[src/rtl/hsp_queue.sv]
module hsp_queue #(
	parameter int WIDTH = 8
) (
	input  logic             clk,
	input  logic             arst_n,
	input  logic             push,
	input  logic [WIDTH-1:0] wdata,
	output logic             full,
	input  logic             pop,
	output logic [WIDTH-1:0] rdata,
	output logic             empty
);

	// Two entries: enough for the front end to classify the next request
	// while the back end is busy.
	logic [WIDTH-1:0] ent_q [2];
	logic             wr_ptr_q;
	logic             rd_ptr_q;
	logic [1:0]       cnt_q;
	logic             do_push;
	logic             do_pop;

	assign full    = cnt_q == 2'd2;
	assign empty   = cnt_q == 2'd0;
	assign rdata   = ent_q[rd_ptr_q];
	assign do_push = push && !full;
	assign do_pop  = pop && !empty;

	always_ff @(posedge clk) begin
		if (do_push) begin
			ent_q[wr_ptr_q] <= wdata;
		end
	end

	always_ff @(posedge clk or negedge arst_n) begin
		if (!arst_n) begin
			wr_ptr_q <= 1'b0;
			rd_ptr_q <= 1'b0;
			cnt_q    <= 2'd0;
		end else begin
			if (do_push) begin
				wr_ptr_q <= !wr_ptr_q;
			end
			if (do_pop) begin
				rd_ptr_q <= !rd_ptr_q;
			end
			if (do_push && !do_pop) begin
				cnt_q <= cnt_q + 2'd1;
			end else if (do_pop && !do_push) begin
				cnt_q <= cnt_q - 2'd1;
			end
		end
	end

endmodule

[config.mk]
export PLATFORM = sky130hd
export DESIGN_NAME = hsp_queue
export DESIGN_NICKNAME = d
export VERILOG_FILES = /design/src/rtl/hsp_queue.sv
export SDC_FILE = /design/constraint.sdc
export NUM_CORES = 1
export LEC_CHECK = 0
export BUFFER_PORTS_ARGS = -buffer_cell sky130_fd_sc_hd__buf_2
export CORE_UTILIZATION = 25
export CTS_BUF_LIST = sky130_fd_sc_hd__clkbuf_16
export CTS_CLUSTER_DIAMETER = 50
export DETAILED_ROUTE_END_ITERATION = 7
export GPL_ROUTABILITY_DRIVEN = 0
export SYNTH_ARGS = -nofsm -noshare
export SYNTH_HDL_FRONTEND = slang
export SYNTH_SLANG_ARGS = --single-unit
[constraint.sdc]
create_clock -name clk -period 1.7 [get_ports clk]
set_input_delay 0.34 -clock clk [delete_from_list [all_inputs] [get_ports clk]]
set_output_delay 0.34 -clock clk [all_outputs]
set_load 0.02 [all_outputs]
== Word-level counts from Yosys, hierarchy flattened ==
Memories as Yosys holds them, arrays and structs flattened.
Index checks and enable logic that the tools add are counted.
Word-level totals
  register bits: 4
  memory bits (writable): 16
  input bits: 12
  output and inout bits: 10
  word-level logic and storage cells: 23
  memories: 1
Cells by class
  add/sub/neg operators: 2
  eq/ne operators: 1
  muxes and demuxes: 4
  reduce and logical (&&, ||, !) cells: 12
Memories
  ent_q: depth 2, width 8, read ports 1, clocked after Yosys merged registers in 0, write ports 1, RTL line 16  | logic [WIDTH-1:0] ent_q [2];
Operators by type and width (count)
  $logic_not 1->1: 6
  $logic_and 1x1->1: 4
  $mux 2: 2
  $add 2x1->2 const B: 1
  $eq 2x2->1 const B: 1
  $logic_not 2->1: 1
  $mux 1: 2
  $reduce_bool 2->1: 1
  $sub 2x1->2 const B: 1

== Logic depth before layout (Yosys ltp) ==
  word-level depth: 7
  mapped depth: 7
  mapped depth without buffers: 7

== Worst setup path after synthesis ==
No wires, ideal clock.
  kind: reg2reg
  start point: register cnt_q[0]
  end point: memory ent_q[0][0], enable pin
  setup time: 370 ps
  arrival time: 1022 ps
  required time: 1330 ps
  setup slack: 308 ps
  cell stages (with the launch flop): 4
  path buffers: 0
  clock period less this slack: 1392 ps
  path through: dfrtp_1 > nand2b_1 > nand2_2 > nor2_1
Between the ends
  cells in the longest elaborated chain, start to end: 5
RTL lines
  from (decl): RTL line 19  | logic [1:0] cnt_q;
  from (signal assigned): RTL line 48  | cnt_q <= cnt_q + 2'd1;
  from (signal assigned): RTL line 50  | cnt_q <= cnt_q - 2'd1;
  $eq 2x2->1: RTL line 23  | assign full = cnt_q == 2'd2;
  $logic_not 1->1: RTL line 26  | assign do_push = push && !full;
  $logic_and 1x1->1: RTL line 26
  $mux 1: RTL line 30  | if (do_push) begin
  $mux 1 (not written as such): RTL line 31  | ent_q[wr_ptr_q] <= wdata;
  to (decl): RTL line 16
No other way between the ends.

== Worst setup path after layout ==
  start point: register rd_ptr_q
  end point: output rdata[2]
Between the ends
  cells in the longest elaborated chain, start to end: 1
RTL lines
  from (decl): RTL line 18  | logic rd_ptr_q;
  from (signal assigned): RTL line 45  | rd_ptr_q <= !rd_ptr_q;
  $mem_v2 2x8
  to (decl): RTL line 10  | output logic [WIDTH-1:0] rdata,
No other way between the ends.

==> metrics.md <==
| Metric | Value |
|---|---|
| Mapped Cells | 44 |
| Pin count of the biggest net entering global routing | 12 |
| Ports | 22 |
| Skew final | 0.004324 ns |
| Crit. Startpoint | rd_ptr_q$_DFFE_PN0P_ |
| Final period utilization | 0.9372 |
| Mapped Area | 782.0 um2 |
| CTS Sinks | 20 |
| Placed Cells | 96 |
| CTS Root Cell | clkbuf_16 |
| FF+latch count, synth | 20 |
| DR vias | 430 |
| Routing usage on met1 | 0.09209 |
| Yosys Warn Count | 0 |
| Max Cap Viol | 0 |
| CORE AREA | 2853 um2 |
| Hold wc startpoint | wdata[7] |
| Via/cell ratio | 4.257 |
| Most common cell after layout, fill and taps aside | buf_2 |
| Port Buf Inserts | 21 |
| Ratio of cells with drive above 1 in the final layout | 0.4286 |
| GR Overflow Total | 0 |
| RSZ-0062 raised after global routing | no |
| DR WL/cell | 11.73 um |
| First DRT Iteration DRCs | 11 |
| Number of global-route vias before repair | 389 |
| Crit-path cells | mux2_1, buf_2 |
| Diodes inserted | 0 |
| Failing checks | design-rule violations |
| Busiest grt layer | met2 |
| Max_slew headroom | 0.7467 |
| DRC Markers | 2 |
| Final setup viols | 0 |
| Die area | 3356 um2 |
| WP data required | 1.36 ns |
| Reg2reg start | cnt_q[0]$_DFFE_PN0P_ |
| Max FO, Critical Path | 9 |
| R2r setup slk | 0.24 ns |
| Row count | 19 |
| Pre-CTS WS | 0.2365 ns |
| 1st-pass router iterations | 5 |
| Synthesis-to-finish area growth | 30.24% |
| First-pass GRT wire length | 1.780 mm |
| Max VDD drop | 0.4247 mV |
| Post-Layout Cell Count | 101 |
| Highest-count cells in the layout ignoring fill and taps | buf_2, edfxtp_1, mux2_1 |
| Met3 Usage GRT | 0.02902 |
| Die Wd | 57.93 um |
| WL final | 1.185 mm |
| Clock Path Buffers | 2 |
| Post-route setup slack | 0.1068 ns |
| GR Layer Usage met2 | 0.1100 |
| Initial antenna violation count | 0 |
| CTS Buf Count | 3 |
| Worst-Skew Late Latency | 0.25 ns |
| Layout Nets | 84 |
| Worst setup path category | reg -> out |
| Seq/Total Area, Yosys | 0.7424 |
| Tmin final | 1.593 ns |
| Top cells by area, synth | edfxtp_1, dfrtp_1, mux2_1 |
| Pins over their slew limit | 0 |
| Gr usage total | 0.07966 |
| Leakage | 0.4249 nW |
| Yosys top cell by area | edfxtp_1 |
| Crit-path max cell delay | 0.48 ns |
| Syn nets | 57 |
| Startpoint Class | flop |
| Slowest-stage cell, CP | dfrtp_2 |
| Netlist cell types | 15 |
| Postcts setup bufs | 0 |
| Synthesized area per cell | 17.77 um2 |
| Initial core utilization | 0.2741 |
| Hold Fails Final Rpt | 0 |
| CP Data Arrival Time | 1.25 ns |
| Fmax | 627.7 MHz |
| Power Density | 1819 nW/um2 |
| Post-synth top area share | 0.6144 |
| Worst setup EP type | output port |
| # H-tree levels | 1 |
| Outcome | finished, violations left |
| Hold Crit Class | in -> reg |
| Worst Tran Pin Value | 0.3800 ns |
| Die Y | 57.93 um |
| CTS tree | yes |
| Number of nets with antenna violations after routing | 0 |
| Setup_tns | 0 ns |
| Worst-path clk slew | 0.05 ns |
-- cells by family after synthesis --
kind of cell    after synthesis  synth area share
compound gates                1          0.006394
xor+xnor                      5           0.06561
fa+ha+maj                     1           0.01600
buf+inv                       3           0.01600
flops                        20            0.7424
mux                           8            0.1152
simple gates                  6           0.03841
-- final timing paths --
check,endpoint,depth (start not counted)
max,rdata[2],2
min,ent_q[1][7]$_DFFE_PP_,1
max reg2reg,cnt_q[1]$_DFFE_PN0P_,7
min reg2reg,cnt_q[1]$_DFFE_PN0P_,1
max in group asynchronous,rd_ptr_q$_DFFE_PN0P_,2
min in group asynchronous,cnt_q[1]$_DFFE_PN0P_,2
-- cell usage after synthesis, drive strengths merged --
cell type and number:
edfxtp 16, mux2 8, dfrtp 4, nor2 3, xnor2 3, inv 2, xor2 2, and3 1
buf 1, ha 1, nand2 1, nand2b 1, o21ai 1
-- through the flow --
stage | instance area (um2) | power [mW] | hold slack, ns | util
6_report | 1018 | 1.852 | 0.2766 | 0.3570
5_1_grt | 1018 | 1.954 | 0.2731 | 0.3570
4_1_cts | 1018 | 1.889 | 0.2744 | 0.3570
3_5_place_dp | 928.4 | 1.402 | 0.1498 | 0.3254
3_3_place_gp | 928.4 | 1.390 | 0.1492 | 0.3254
2_1_floorplan | 782.0 | 1.218 | 0.04441 | -
-- report_power, final --
part	internal [mW]	switching, mW
combinational	0.264	0.325
sequential	0.689	0.103
clock	0.313	0.159
-- what timing repair did --
action / CTS / global route
hold buffers: 1 / 0
setup endpoints to repair: 8 / 0
hold endpoints to repair: 4 / 0
gates resized for setup: 1 / 0
-- layout make-up --
| cell class | count | area [um2] |
|---|---|---|
| Fill cell | 295 | 1834 |
| Sequential cell | 20 | 581.8 |
| Multi-Input combinational cell | 21 | 188.9 |
| Timing Repair Buffer | 23 | 122.6 |
| Clock buffer | 3 | 75.07 |
| Tap cell | 31 | 38.79 |
| Inverter | 2 | 7.507 |
| Clock inverter | 1 | 3.754 |
-- routing by layer --
metal / wire, um / up-vias
met1: 501 / 199
met2: 557 / 17
met3: 71 / 5
met5: 0 / -
li1: - / 209
met4: 55 / 0
-- registers in the layout (all words and copies together), names as in the netlist --
register / flops
ent_q: 16
cnt_q: 2
wr_ptr_q: 1
rd_ptr_q: 1
-- critical path: cells and delay by family (launching register included) --
kind	cells	cell delay (ns)
DFF	1	0.48
muxes	1	0.36
buffers and inverters	1	0.16
Power figures use the tool's default switching activity.
