==> src/rtl/hsp_pkg.sv <==
package hsp_pkg;

	localparam int KIND_BITS     = 3;
	localparam int INDEX_BITS    = 6;
	localparam int POSITION_BITS = 17;
	localparam int COUNT_BITS    = 7;

	typedef enum logic [2:0] {
		K_ADD      = 3'd0,
		K_SET      = 3'd1,
		K_REMOVE   = 3'd2,
		K_CLEAR    = 3'd3,
		K_READ     = 3'd4,
		K_EVAL_GLB = 3'd5,
		K_EVAL_SEG = 3'd6
	} kind_t;

	typedef enum logic [1:0] {
		ST_OK    = 2'd0,
		ST_FULL  = 2'd1,
		ST_RANGE = 2'd2,
		ST_EMPTY = 2'd3
	} status_t;

	// Work the back end has to do for one request.
	typedef enum logic [2:0] {
		OP_NONE  = 3'd0,
		OP_WRITE = 3'd1,
		OP_SHIFT = 3'd2,
		OP_READ  = 3'd3,
		OP_EVAL  = 3'd4
	} op_t;

	typedef struct packed {
		op_t     op;
		status_t status;
		logic    s_first;
		logic    s_last;
	} cmd_ctl_t;

endpackage

==> src/rtl/hsp_front.sv <==
module hsp_front #(
	parameter int MAX_POINTS = 64,
	parameter int COORD_BITS = 32,
	parameter int FRACTION_BITS = 16,
	localparam int AW = $clog2(MAX_POINTS),
	localparam int CW = $clog2(MAX_POINTS + 1)
) (
	input  logic                                 clk,
	input  logic                                 arst_n,
	input  logic                                 push,
	output logic                                 full,
	input  logic [hsp_pkg::KIND_BITS-1:0]        kind,
	input  logic [hsp_pkg::INDEX_BITS-1:0]       point_index,
	input  logic [3*COORD_BITS-1:0]              in_xyz,
	input  logic [hsp_pkg::POSITION_BITS-1:0]    position,
	input  logic                                 q_full,
	output logic                                 q_push,
	output hsp_pkg::cmd_ctl_t                    cmd_ctl,
	output logic [AW-1:0]                        cmd_addr,
	output logic [CW-1:0]                        cmd_cnt,
	output logic [CW-1:0]                        cmd_new_cnt,
	output logic [3*COORD_BITS-1:0]              cmd_xyz,
	output logic [FRACTION_BITS-1:0]             cmd_t
);

	import hsp_pkg::*;

	localparam int F  = FRACTION_BITS;
	localparam int IW = ((CW > INDEX_BITS) ? CW : INDEX_BITS) + 1;
	localparam int TW = (POSITION_BITS > F + 1) ? POSITION_BITS : F + 1;
	localparam int GW = F + 1 + CW;
	localparam logic [TW-1:0] ONE_T = TW'(1) << F;

	logic [CW-1:0]  cnt_q;
	kind_t          kd;
	logic [IW-1:0]  idx_w;
	logic [IW-1:0]  n_w;
	logic [TW-1:0]  pos_w;
	logic           pos_one;
	logic [F:0]     pc;
	logic [GW-1:0]  glb_prod;
	logic [CW-1:0]  seg_sel;
	logic           tone_sel;
	logic [F-1:0]   tf_sel;
	logic [CW:0]    seg1;
	logic           seg_end;
	op_t            ev_op;
	logic [AW-1:0]  ev_addr;

	assign full    = q_full;
	assign q_push  = push && !q_full;
	assign cmd_xyz = in_xyz;
	assign cmd_cnt = cnt_q;

	always_comb begin
		kd       = kind_t'(kind);
		idx_w    = IW'(point_index);
		n_w      = IW'(cnt_q);
		pos_w    = TW'(position);
		pos_one  = pos_w >= ONE_T;
		pc       = pos_one ? {1'b1, {F{1'b0}}} : pos_w[F:0];
		glb_prod = GW'(pc) * GW'(cnt_q - CW'(1));

		// A global position splits into a segment number and a fraction.
		seg_sel  = (kd == K_EVAL_GLB) ? glb_prod[F +: CW] : CW'(point_index);
		tone_sel = (kd == K_EVAL_SEG) && pos_one;
		tf_sel   = (kd == K_EVAL_GLB) ? glb_prod[F-1:0] : pos_w[F-1:0];
		seg1     = (CW+1)'(seg_sel) + (CW+1)'(1);
		seg_end  = seg1 >= (CW+1)'(cnt_q);

		// The ends of a segment and the last segment return a stored point.
		if (seg_end || (!tone_sel && tf_sel == '0)) begin
			ev_op   = OP_READ;
			ev_addr = AW'(seg_sel);
		end else if (tone_sel) begin
			ev_op   = OP_READ;
			ev_addr = AW'(seg1);
		end else begin
			ev_op   = OP_EVAL;
			ev_addr = AW'(seg_sel);
		end

		cmd_ctl.op      = OP_NONE;
		cmd_ctl.status  = ST_OK;
		cmd_ctl.s_first = seg_sel == '0;
		cmd_ctl.s_last  = seg1 == (CW+1)'(cnt_q) - (CW+1)'(1);
		cmd_addr        = AW'(point_index);
		cmd_new_cnt     = cnt_q;
		cmd_t           = tf_sel;

		unique case (kd) inside
			K_ADD: begin
				if (cnt_q == CW'(MAX_POINTS)) begin
					cmd_ctl.status = ST_FULL;
				end else begin
					cmd_ctl.op  = OP_WRITE;
					cmd_addr    = AW'(cnt_q);
					cmd_new_cnt = cnt_q + CW'(1);
				end
			end
			K_SET, K_REMOVE, K_READ: begin
				if (cnt_q == '0) begin
					cmd_ctl.status = ST_EMPTY;
				end else if (idx_w >= n_w) begin
					cmd_ctl.status = ST_RANGE;
				end else if (kd == K_SET) begin
					cmd_ctl.op = OP_WRITE;
				end else if (kd == K_REMOVE) begin
					cmd_ctl.op  = OP_SHIFT;
					cmd_new_cnt = cnt_q - CW'(1);
				end else begin
					cmd_ctl.op = OP_READ;
				end
			end
			K_CLEAR: begin
				cmd_new_cnt = '0;
			end
			K_EVAL_GLB: begin
				if (cnt_q == '0) begin
					cmd_ctl.status = ST_EMPTY;
				end else begin
					cmd_ctl.op = ev_op;
					cmd_addr   = ev_addr;
				end
			end
			K_EVAL_SEG: begin
				if (cnt_q == '0) begin
					cmd_ctl.status = ST_EMPTY;
				end else if (idx_w >= n_w) begin
					cmd_ctl.status = ST_RANGE;
				end else begin
					cmd_ctl.op = ev_op;
					cmd_addr   = ev_addr;
				end
			end
			default: begin
			end
		endcase
	end

	always_ff @(posedge clk or negedge arst_n) begin
		if (!arst_n) begin
			cnt_q <= '0;
		end else if (q_push) begin
			cnt_q <= cmd_new_cnt;
		end
	end

endmodule

==> config.mk <==
export PLATFORM = sky130hd
export DESIGN_NAME = hsp_front
export DESIGN_NICKNAME = d
export VERILOG_FILES = /design/src/rtl/hsp_pkg.sv /design/src/rtl/hsp_front.sv
export SDC_FILE = /design/constraint.sdc
export NUM_CORES = 1
export LEC_CHECK = 0
export BUFFER_PORTS_ARGS = -buffer_cell sky130_fd_sc_hd__buf_4
export CAP_MARGIN = 20
export CORE_UTILIZATION = 48
export CTS_CLUSTER_DIAMETER = 40
export DETAILED_ROUTE_END_ITERATION = 6
export PLACE_DENSITY = 0.89
export SKIP_CTS_REPAIR_TIMING = 1
export SLEW_MARGIN = 30
export SYNTH_ARGS = -nofsm -noshare
export SYNTH_HDL_FRONTEND = slang
export SYNTH_SLANG_ARGS = --single-unit
export TNS_END_PERCENT = 1
==> constraint.sdc <==
create_clock -name clk -period 16.5 [get_ports clk]
set_clock_uncertainty 0.1 [all_clocks]
set_input_delay 4.95 -clock clk [delete_from_list [all_inputs] [get_ports clk]]
set_output_delay 4.95 -clock clk [all_outputs]
set_load 0.1 [all_outputs]
After elaboration in Yosys (flattened, before gate mapping). Index checks and enable logic that the tools add are counted.

$add $sub $neg: 5. Mux-type cells: 31. Bitwise operators: 0. Divide/modulo/power cells: 0. Shifts and indexed selects: 0. Order comparisons: 3. Eq/ne operators: 8. $mul: 1. Reductions and logical operators: 11.

Operators with widths (number): $mux W7 (6); $mux W6 (6); $mux W3 (8); $mul A18 B8 Y23 (1); $pmux W7 S3 (1); $pmux W5 S4 (1); $pmux W6 S3 (1); $ge A17 B17 Y1 const B (1); $mux W17 (1); $logic_not A16 Y1 (1); $mux W16 (1); $sub A7 B1 Y8 const B (2); $logic_not A7 Y1 (2); $eq A3 B3 Y1 const B (3); $add A7 B1 Y8 const B (1); $eq A8 B8 Y1 (1); $ge A8 B7 Y1 (1); $add A7 B1 Y7 const B (1); $eq A7 B7 Y1 const B (1); $ge A6 B7 Y1 (1); $sub A7 B1 Y7 const B (1); $eq A3 B2 Y1 const B (2); $mux W2 (3); $eq A3 B1 Y1 const B (1); other kinds (6) (11).

Memories kept: 0. Latch bits: 0. Memory bits (read-only): 0. Bits of input ports: 126. Bits in writable memories: 0. Bits in registers: 7.

Depth between registers and ports, before layout.
Word-level depth: 11. Gate-level depth with buffers: 33. Mapped depth without buffers: 31.

Worst setup path after synthesis. OpenSTA, ideal clock, no wires.

Kind: input -> output. Start: input position[16] (netlist name). End: output cmd_ctl[6] (netlist name). Arrival time: 13.380 ns. Data required time: 11.450 ns. Path slack: -1.930 ns. Stages on the path: 20. Cell sequence: inv_1 clkbuf_1 clkbuf_1 nand2_1 nor2_1 fa_1 fa_1 fa_1 inv_1 fa_1 inv_1 ha_1 a21oi_1 o21ai_0 xnor2_1 o21ai_0 nor3_1 nand3b_1 o31ai_1 nor3_1.

RTL lines: start: declaration (line hsp_front.sv:15) `input logic [hsp_pkg::POSITION_BITS-1:0] position,`; end: declaration (line hsp_front.sv:18) `output hsp_pkg::cmd_ctl_t cmd_ctl,`.

Final worst setup path.
Start: input position[16] (netlist name). End: output cmd_addr[3].

Longest elaborated chain between the ends: 11.

Ends and longest elaborated chain: $ge A17 B17 Y1 (line hsp_front.sv:60) `pos_one = pos_w >= ONE_T;`; $mux W17 (line hsp_front.sv:61) `pc = pos_one ? {1'b1, {F{1'b0}}} : pos_w[F:0];`; $mul A18 B8 Y23 (line hsp_front.sv:62) `glb_prod = GW'(pc) * GW'(cnt_q - CW'(1));`; $mux W7 or $mux W16 (tied branches) (line hsp_front.sv:65, hsp_front.sv:67); $add A7 B1 Y8 or $logic_not A16 Y1 (tied branches) (line hsp_front.sv:68, hsp_front.sv:72); $ge A8 B7 Y1 or $logic_and A1 B1 Y1 (tied branches) (line hsp_front.sv:69, hsp_front.sv:72); $logic_or A1 B1 Y1 (line hsp_front.sv:72) `if (seg_end || (!tone_sel && tf_sel == '0)) begin`; $mux W6 (*) (line hsp_front.sv:72); $mux W6 (line hsp_front.sv:129) `end else if (idx_w >= n_w) begin`; $mux W6 (line hsp_front.sv:127) `if (cnt_q == '0) begin`; $pmux W6 S3 (*) (line hsp_front.sv:91) `unique case (kd) inside`; end: declaration (line hsp_front.sv:19) `output logic [AW-1:0] cmd_addr,`.

Mark *: on every way between the ends. The rest lies on a longest branch, timed or not.

==> reports/metrics.yaml <==
worst_hold_path:
  hold_end: "cmd_cnt[0]$_DFFE_PN0P_"
  hp-start: "cmd_cnt[0]$_DFFE_PN0P_"
  min_path_type: "reg2reg"
  holdPathStages: 3
cts:
  h-tree-depth: 1
  cts_root_buf: "clkbuf_16"
  cts_inserted_buffers: 3
  insertion_delay_ps: 230
  cts_tree: "built"
  cts_sinks: 7
  max-clock-path-buffers: 2
  clk_pin_slew_worst_paths_ps: 40
timing:
  tns_ps: -3661
  finalCriticalPeriod_ps: 17060
  finalMaxSlewViolations: 0
  hold_viol: 0
  finalSetupViolCount: 9
  slew_headroom_pct: 32.69
  tightest_slew_ps: 1002
  grt_setup_unrepaired: "true"
  fin_crit_sh_pct: 103.4
  layout_setup_ws_ps: -557.0
  fmax_mhz: 58.63
layout:
  n_antenna_cell: 0
  final_common_cell: "buf_4"
  layout_common_cells: "buf_4, inv_1, nor2_1"
  num-nets-final: 1370
  drive_above_1_share_pct: 33.00
  syn_to_final_growth_pct: 24.68
  nFillCells: 1224
  largest_reg_flops: 7
floorplan:
  die_y_um: 126.4
  fp.coreArea_um2: 15150
  dieArea_um2: 15990
  start_util_pct: 49.08
  die_w_um: 126.4
  rows: 45
  io_pins: 267
yosys:
  async_flop_share_pct: 100.0
  synth-seq-area-share_pct: 2.357
  synth.avg_cell_area_um2: 7.478
  ys_seq_elements: 7
  ys_warn_count: 0
  synthDistinctLibCells: 84
  synth_nets: 1278
  synth_edf_count: 0
  synthFlopType: "dfrtp_1"
  synthCells: 994
  syn_area_um2: 7433
placement:
  gp_congestion: 0.9823
  preCtsSetupSlack_ps: -765.6
  hpwl_um: 17970
  portBuffers: 74
route:
  drc: 0
  drt-vias-per-instance: 5.919
  drt-initial-drc-count: 609
  first_pass_iters: 7
  ant_nets: 0
  vias: 7535
  wl_per_cell_um: 18.92
  routed_wl_um: 24080
worst_setup_path:
  crit_path_frequent_cell: "fa_1"
  path_class: "in2out"
  end_kind: "output pin"
  required_ps: 11450
  crit_slowest_cell: "fa_1"
  path_max_fanout: 6
  max_stage_delay_ps: 570
  timing.rr.end: "cmd_cnt[1]$_DFFE_PN0P_"
  regToRegStartpoint: "cmd_cnt[0]$_DFFE_PN0P_"
  startpoint_type: "input pin"
  worstPathArrival_ps: 12010
  worst_r2r_path_depth: 12
  regToRegSetupSlack_ps: 12900
power_and_ir_drop:
  ir_worst_vdd_v: 0.0001448
  p_per_area_nw_per_um2: 211.2
  leakagePower_nw: 4.603
global_routing:
  grt_max_degree: 29
  gr-total-overflow: 0
  grt_pass1_vias: 7313
  track_usage_pct: 27.39
  antenna_found_initial: 0
  grt_pass1_wl_um: 35380
run_status:
  violations: "negative setup slack"
  run_status: "finished, violations left"
run:
  max-cap-violations: 0
## logic make-up (layout without fill, tap and decap cells)
kind of cell,after synthesis,in the layout,share of synthesized area [%]
xor gates and xnor gates,37,37,4.561
DFF,7,7,2.357
buffers and inverters,269,360,18.68
muxes,3,3,0.4544
AOI/OAI and AO/OA,179,179,16.88
adders and majority gates,158,158,35.79
and+or+nand+nor,341,341,21.28
## through the flow
| stage | power (mW) | hold WS (ps) | instance area [um^2] | cells | util, % |
|---|---|---|---|---|---|
| finish | 1.958 | 556.8 | 9268 | 1273 | 61.19 |
| global route | 2.103 | 632.4 | 9268 | 1273 | 61.19 |
| CTS | 1.640 | 544.8 | 8362 | 1246 | 55.21 |
| detailed placement | 1.586 | 535.7 | 8283 | 1242 | 54.69 |
| global placement | 1.533 | 533.5 | 8283 | 1242 | 54.69 |
| floorplan | 1.166 | 1142 | 7455 | 994 | - |
## synthesized netlist by cell type (10+ instances only)
master / n / area [um^2]
a21o_1: 18 / 135.1
a21oi_1: 42 / 210.2
buf_4: 97 / 728.2
clkbuf_1: 34 / 127.6
fa_1: 91 / 1822
ha_1: 67 / 838.3
inv_1: 129 / 484.2
nand2_1: 110 / 412.9
nand2b_1: 10 / 62.56
nand3_1: 19 / 95.09
nor2_1: 117 / 439.2
nor2b_1: 15 / 93.84
nor3_1: 17 / 85.08
o21ai_0: 34 / 170.2
xnor2_1: 24 / 210.2
xor2_1: 11 / 96.34
## final cells by class
cell class	count	area, um^2	area share (%)
tap	188	235.2	2.538
clock buffer	4	78.83	0.8505
inverter	130	491.7	5.306
timing repair inverter	1	7.507	0.08100
timing repair buffer	225	1831	19.75
multi-input combinational	718	6449	69.58
sequential	7	175.2	1.890
## power by group
group / total (mW) / switching (mW) / leakage (nW) / internal, mW
Combinational: 1.88 / 1.10 / 4.48 / 0.783
Clock: 0.0412 / 0.00904 / 0.0382 / 0.0321
Sequential: 0.0358 / 0.0143 / 0.0870 / 0.0215
Total: 1.96 / 1.12 / 4.60 / 0.837
## worst max-delay path by stage
stage | startpoint | end | slack (ps) | cells after the start
after CTS | position[16] | cmd_addr[4] | -810 | 31
after detailed placement | position[16] | cmd_addr[4] | -770 | 31
after global placement | position[16] | cmd_addr[4] | -660 | 31
after floorplan | position[16] | cmd_addr[4] | -1220 | 29
final | position[16] | cmd_addr[3] | -560 | 29
after global routing | position[16] | cmd_addr[3] | -800 | 29
## metal layers
layer	track usage [%]	share of wire, %	wire length, um	up-vias
met2	49.14	50	12050	458
met1	32.13	36	8625	3598
met4	11.84	5.4	1289	0
li1	-	-	-	3361
met5	0	0	0	-
met3	4.639	8.8	2117	118
## worst max-delay path: cells and delay by family
| family | cells | cell delay, ps |
|---|---|---|
| AO/OA/AOI/OAI | 11 | 2770 |
| adder cells (fa/ha/maj) | 6 | 2660 |
| buffers and inverters | 7 | 880 |
| XOR/XNOR | 2 | 320 |
| AND/OR/NAND/NOR | 3 | 410 |
Power figures use the tool's default switching activity.
